### src/sbfa_pkg.sv
// sbfa_pkg: types, constants and helpers for the segregated best-fit allocator
// no dependencies
package sbfa_pkg;

    localparam int FreeEntries = 32;
    localparam int FreeIdxW    = $clog2(FreeEntries);
    localparam int FreeCntW    = $clog2(FreeEntries + 1);
    localparam int StoreDepth  = 4096;
    localparam int StoreIdxW   = 12;
    localparam int ClassCount  = 7;
    localparam logic [16:0] HeaderBytes = 17'd16;
    localparam logic [16:0] RegionBytes = 17'd65536;
    localparam logic [16:0] LimitReset  = 17'd65536;

    localparam logic [1:0] StOk   = 2'd0;
    localparam logic [1:0] StOom  = 2'd1;
    localparam logic [1:0] StNull = 2'd2;
    localparam logic [1:0] StFull = 2'd3;

    localparam logic OpAlloc = 1'b0;

    typedef struct packed {
        logic        opcode;
        logic [16:0] request_size;
        logic [15:0] free_address;
    } t_in_beat;

    typedef struct packed {
        logic [1:0]  status;
        logic [15:0] user_address;
        logic [16:0] granted_size;
        logic        from_free_list;
    } t_out_beat;

    typedef struct packed {
        logic [2:0]  cls;
        logic [15:0] start;
        logic [16:0] bytes;
    } t_entry;

    typedef enum logic [3:0] {
        S_IDLE, S_ALIGN, S_SCAN, S_PICK, S_SHIFT, S_SPLIT,
        S_BUMP, S_FREE_RD, S_FREE_WT, S_FREE_PUSH, S_OUT
    } t_state;

    // table control from sequencer to free table: shift, push and scan read index
    typedef struct packed {
        logic        shift;
        logic        push;
        t_entry      push_entry;
        logic [FreeIdxW-1:0] rd_idx;
    } t_tbl_ctl;

    function automatic logic [2:0] class_of(input logic [16:0] bytes);
        logic [2:0] k;
        k = 3'(ClassCount - 1);
        for (int i = ClassCount - 2; i >= 0; i--) begin
            if (bytes <= (17'd8 << i)) k = 3'(i);
        end
        return k;
    endfunction

endpackage

### src/sbfa_table.sv
// sbfa_table: packed free-entry table, oldest first, with push and ordered removal
// depends on sbfa_pkg
module sbfa_table (
    input  logic                   i_clk,
    input  logic                   i_rst_n,
    input  sbfa_pkg::t_tbl_ctl     i_ctl,
    input  logic [sbfa_pkg::FreeIdxW-1:0] i_rm_idx,
    output sbfa_pkg::t_entry       o_rd,
    output logic [sbfa_pkg::FreeCntW-1:0] o_count
);
    import sbfa_pkg::*;

    t_entry r_ent [FreeEntries];
    logic [FreeCntW-1:0] r_count;

    // count: one step of removal lowers it by one (entries from the removal point shift down by one), a push raises it
    always_ff @(posedge i_clk) begin
        if (!i_rst_n) begin
            r_count <= '0;
        end else if (i_ctl.shift) begin
            r_count <= r_count - FreeCntW'(1);
        end else if (i_ctl.push) begin
            r_count <= r_count + FreeCntW'(1);
        end
    end

    always_ff @(posedge i_clk) begin
        if (i_ctl.shift) begin
            for (int i = 0; i < FreeEntries - 1; i++) begin
                if (FreeIdxW'(i) >= i_rm_idx) r_ent[i] <= r_ent[i+1];
            end
        end else if (i_ctl.push) begin
            r_ent[r_count[FreeIdxW-1:0]] <= i_ctl.push_entry;
        end
    end

    assign o_rd    = r_ent[i_ctl.rd_idx];
    assign o_count = r_count;
endmodule

### config.mk
export PLATFORM = sky130hd
export DESIGN_NAME = sbfa_table
export DESIGN_NICKNAME = d
export VERILOG_FILES = /design/src/sbfa_pkg.sv /design/src/sbfa_table.sv
export SDC_FILE = /design/constraint.sdc
export NUM_CORES = 2
export LEC_CHECK = 0
export BUFFER_PORTS_ARGS = -buffer_cell sky130_fd_sc_hd__buf_2
export CAP_MARGIN = 40
export CORE_MARGIN = 3
export CORE_UTILIZATION = 54
export DETAILED_ROUTE_END_ITERATION = 10
export GPL_ROUTABILITY_DRIVEN = 0
export PLACE_DENSITY = 0.77
export SLEW_MARGIN = 20
export SYNTH_ARGS = -nofsm -noshare
export SYNTH_HDL_FRONTEND = slang
export SYNTH_SLANG_ARGS = --single-unit
### constraint.sdc
create_clock -name i_clk -period 5.45 [get_ports i_clk]
set_input_delay 0 -clock i_clk [delete_from_list [all_inputs] [get_ports i_clk]]
set_output_delay 0 -clock i_clk [all_outputs]
set_load 0.1 [all_outputs]
**Yosys cells after proc, flatten, opt, wreduce, memory -nomap -nowiden**

Memory sizes are Yosys's and may differ from the RTL's.
Cells that the tools add are included.
Widths: inputs -> output; s select.

- Flip-flop bits (word level): 6
- Memory bits (read-only): 0
- Word-level logic and storage cells: 138
- Output and inout port bits: 42
- Bits in latches: 0
- Memories kept: 1
- RAM bits: 1152

- Bitwise operators: 0
- Div/mod/pow operators: 0
- Mux-type cells: 101
- Shift operators: 0
- Order comparisons: 31
- Multipliers: 0
- Eq/ne operators: 0
- Add/sub/neg operators: 2
- Reduce and logical (&&, ||, !) cells: 2

Memory list:

| memory | words | width | rd ports | clocked after Yosys merged registers in | wr ports | line | text |
|---|---|---|---|---|---|---|---|
| r_ent | 32 | 36 | 32 | 0 | 31 | sbfa_table.sv:13 | `t_entry r_ent [FreeEntries];` |

Operators with widths:

| kind | number |
|---|---|
| $mux 1 | 97 |
| $ge 5x5->1 const A | 15 |
| $ge 4x5->1 const A | 8 |
| $mux 36 | 1 |
| $reduce_or 36->1 | 1 |
| $ge 3x5->1 const A | 4 |
| $mux 6 | 2 |
| $ge 1x5->1 const A | 2 |
| $ge 2x5->1 const A | 2 |
| $add 6x1->6 const B | 1 |
| $sub 6x1->6 const B | 1 |
| $mux 5 | 1 |
| $reduce_bool 2->1 | 1 |

**Logic depth before layout (Yosys ltp)**

- Depth in word-level cells: 5
- Depth in mapped cells: 7

**Least setup slack after synthesis**

OpenSTA, ideal clock, no wires.

- Path type: register -> register
- Start: register r_count[2], in the netlist o_count[2]
- End: memory r_ent[15][0] (netlist bit) (enable)
- Path buffers: 1
- Required time: 4.970 ns
- Arrival: 4.135 ns
- Setup slack: 0.836 ns
- Stages on the path, launching flop included: 4
- Setup time: 0.480 ns
- Period minus slack after synthesis: 4.614 ns
- Cells stage by stage: dfxtp_1 > buf_2 > nand3b_1 > o21ai_0

RTL lines:

| element | line | text |
|---|---|---|
| start, declared | sbfa_table.sv:14 | `logic [FreeCntW-1:0] r_count;` |
| start signal, assigned | sbfa_table.sv:21 | `r_count <= r_count - FreeCntW'(1);` |
| start signal, assigned | sbfa_table.sv:23 | `r_count <= r_count + FreeCntW'(1);` |
| end, declared | sbfa_table.sv:13 |  |

==> flow_summary.yaml <==
drt:
  via_per_inst: 7.132
  first_pass_iters: 5
  ant_nets: 0
  drt_iter0_markers: 4983
  vias: 36520
  drc_errors: 0
  totalWireLength_um: 185300
  post_drt_wl_per_cell_um: 36.19
die:
  start_util: 0.5456
  chipWidth_um: 335.1
  dieArea_mm2: 0.1123
  core_area_mm2: 0.1072
  rows: 120
  die_h_um: 335.1
  io_pins: 92
run_status:
  status: "completed"
cells_and_area:
  n_fill_cell: 7867
  fin_nets: 3676
  multi_input_area_mm2: 0.02281
  design_area_mm2: 0.06519
  area_growth_pct: 11.45
  drive_gt1_frac: 0.5108
  regArea_mm2: 0.03471
global_route:
  gr-usage-met3: 0.07468
  grt_pass1_vias: 36360
  met1_usage: 0.4398
  grt-ovfl-total: 0
  grtUsageMet2: 0.5083
  grt_max_degree: 119
  grt.busiest_layer: "met2"
  antenna_found_initial: 6
  grt_first_pass_wirelength_um: 263200
  track_usage: 0.3264
sta:
  maxSlewHeadroom: 0.3737
  worstMarginPinSlew_ns: 0.9395
  fin_crit_ns: 3.495
  period_share: 0.6413
  tns_ns: 0
  skew_ns: 0.02395
  slew_viol_final: 0
  fmax_mhz: 286.1
  finalSetupViolations: 0
  rsz0062_at_grt: "no"
  hold_violations: 0
critical_path:
  startpoint: "o_count[1]"
  cp_data_arrival_time_ns: 3.85
  path_class: "register to register"
  endpoint: "r_ent[6][11]"
  worstSetupPathDepth: 5
  r2r_start: "o_count[1]"
  cp_max_fo: 37
  worst_r2r_endpoint: "r_ent[6][11]"
  cp_slowest_cell: "nand2_4"
  critPathTopFamily: "simple AND/OR/NAND/NOR gates"
  rrSetupSlack_ns: 1.95
  crit_chain: "inv_1, nor3_2, nand2_4, o21ai_4, buf_4"
  required_ns: 5.80
  endpoint_kind: "register"
  critPathMaxStageDelay_ns: 0.63
  cp_num_buf_inv: 2
  r2r_cells: 5
  worstSetupStartpointType: "register"
clock_network:
  clk_pin_slew_ns: 0.06
  tritoncts: "yes"
  cts_made_buffers: 118
  htree_levels: 3
  post_cts_buffers: 0
  cts.sinks: 1158
  ctsRootBufferMaster: "clkbuf_16"
  clock_path_buffers: 3
  clock_latency_ns: 0.73
place:
  place_hpwl_um: 109200
  placed_area_mm2: 0.06098
  port_buffers: 91
logic_synthesis:
  yosysTopAreaCellShare: 0.5914
  postSynthAreaPerCell_um2: 16.21
  synth.distinct_cells: 43
  ys_ff_latch: 1158
  syn-cell-area_mm2: 0.05849
  synth_top_area_cell: "edfxtp_1"
  synthMuxAreaShare: 0.3119
  synthXorXnorAreaFrac: 0.0002995
  ys_seq_area_frac: 0.5935
  synth_compound_area_frac: 0.03951
  synth_top_family_by_area: "multiplexers"
  syn-instance-count: 3608
  synthAdderAreaFrac: 0.001198
  ys_warn_count: 0
  syn_nets: 3663
  synth.area.top_cells: "edfxtp_1 (59%), mux2_2 (26%), mux4_2 (5.5%), clkbuf_1 (1.3%), a22o_1 (1.1%)"
  yosys.area_share.simple: 0.02894
job:
  maxCapViolCount: 0
power:
  p_leak_uw: 0.02163
  ir_drop_uv: 275.1
  power_density_mw_per_mm2: 324.5
min_path:
  hp-class: "primary input to register"
==> kinds of logic after synthesis <==
| kind of cell | after synthesis |
|---|---|
| multiplexers | 1476 |
| flip-flops | 1158 |
| buffers and inverters | 342 |
| AO/OA/AOI/OAI | 339 |
| AND/OR/NAND/NOR | 286 |
| adder cells (fa/ha/maj) | 5 |
| XOR/XNOR | 2 |
==> tightest hold or removal path: cells and delay by family <==
kind            cells  cell delay [ns]
buf+inv             1             0.16
simple gates        1             0.20
compound gates      1             0.20
==> flip-flops by register name, summed over array words and instances (netlist names) <==
name and flops:
r_ent 1152, o_count 6
==> per-layer routing <==
layer,up-vias,wire length (µm),share of wire
met1,18980,69660,0.38
met4,2,9491,0.051
met3,540,20750,0.11
met2,2525,85420,0.46
met5,-,7,0.000038
li1,14480,-,-
==> cell type report <==
cell class | instances | share of cell area
antenna | 4 | 0.0001535
clock buffer | 149 | 0.04806
clock inverter | 64 | 0.008618
inverter | 4 | 0.0002303
multi-input combinational | 2108 | 0.3499
sequential | 1158 | 0.5325
tap | 1403 | 0.02693
timing repair buffer | 231 | 0.03359
==> per-stage QoR <==
| stage | cells | utilization | total power, µW | setup WS [ns] | hold WS, ns |
|---|---|---|---|---|---|
| after floorplan | 3608 | - | 12310 | 0.8356 | 0.09887 |
| after global placement | 4832 | 0.5626 | 13110 | 2.029 | 0.3329 |
| after detailed placement | 4859 | 0.5688 | 13200 | 2.021 | 0.3458 |
| after CTS | 5112 | 0.6070 | 21120 | 2.010 | 0.03071 |
| after global routing | 5119 | 0.6080 | 21600 | 1.861 | 0.08861 |
| final | 5121 | 0.6081 | 21160 | 1.955 | 0.08011 |
==> how the worst min path moves through the flow <==
| stage | from | cells past startpoint | end | slack (ns) |
|---|---|---|---|---|
| floorplan | i_ctl[5] | 0 | r_ent[31][0] | 0.1 |
| global placement | i_rst_n | 2 | o_count[2] | 0.33 |
| detailed placement | i_rst_n | 2 | o_count[1] | 0.35 |
| CTS | i_rm_idx[0] | 3 | r_ent[14][18] | 0.03 |
| global route | i_rm_idx[0] | 3 | r_ent[14][18] | 0.09 |
| finish | i_rm_idx[0] | 3 | r_ent[14][18] | 0.08 |
==> synth_stat cells <==
cell / instances
mux2_2: 1332
edfxtp_1: 1152
clkbuf_1: 205
mux4_2: 144
o21ai_0: 93
nor2b_1: 76
a211oi_1: 74
nor3_1: 74
o22ai_1: 74
a22o_1: 72
buf_2: 61
buf_1: 55
or4_1: 37
nand2_1: 20
a21o_1: 15
nor2_2: 15
nand3_1: 13
buf_4: 12
nand2_2: 12
dfxtp_1: 6
nor2_1: 6
and2_1: 5
buf_6: 5
nor3b_1: 5
and3_1: 4
ha_1: 4
inv_1: 4
nand2b_1: 4
nand3b_1: 4
nor3_2: 4
o21a_1: 4
o31ai_1: 4
or2_2: 3
a21oi_1: 1
and3b_1: 1
fa_1: 1
nand4b_1: 1
nor4_1: 1
o311a_1: 1
o311ai_0: 1
or3_1: 1
xnor2_1: 1
xor2_1: 1
==> placed cells by master (no fill, tap or decap), types with 4 or more instances in the layout <==
cell type,netlist,routed
o21ai_4,0,9
buf_4,12,64
nand3_1,13,13
nand2_1,20,7
nand3b_1,4,4
diode_2,0,4
mux4_2,144,144
o22ai_1,74,72
buf_2,61,89
clkinv_2,0,16
nand2_4,0,25
o21ai_0,93,84
nor3b_1,5,4
nor2b_1,76,75
a21o_1,15,5
clkinv_1,0,33
buf_16,0,15
a21o_2,0,5
mux2_2,1332,1332
dlygate4sd3_1,0,40
ha_1,4,4
edfxtp_1,1152,1152
a22o_1,72,72
nor2_4,0,18
o21a_1,4,4
buf_12,0,21
inv_1,4,4
or4_1,37,37
a211oi_1,74,74
clkbuf_16,0,121
clkbuf_1,205,28
and2_1,5,5
bufinv_16,0,10
nor3_1,74,74
dfxtp_1,6,6
nor3_2,4,4
a21o_4,0,5
==> timing repair <==
| item | CTS | global route |
|---|---|---|
| hold buffers | 40 | 0 |
| resized for setup | 0 | 0 |
| endpoints found under the hold margin | 48 | 0 |
==> report_power, final <==
group / internal (µW) / switching [µW]
sequential: 10300 / 241
clock: 4500 / 3540
combinational: 897 / 1650
Note: power is estimated with default switching activity, not from simulation.
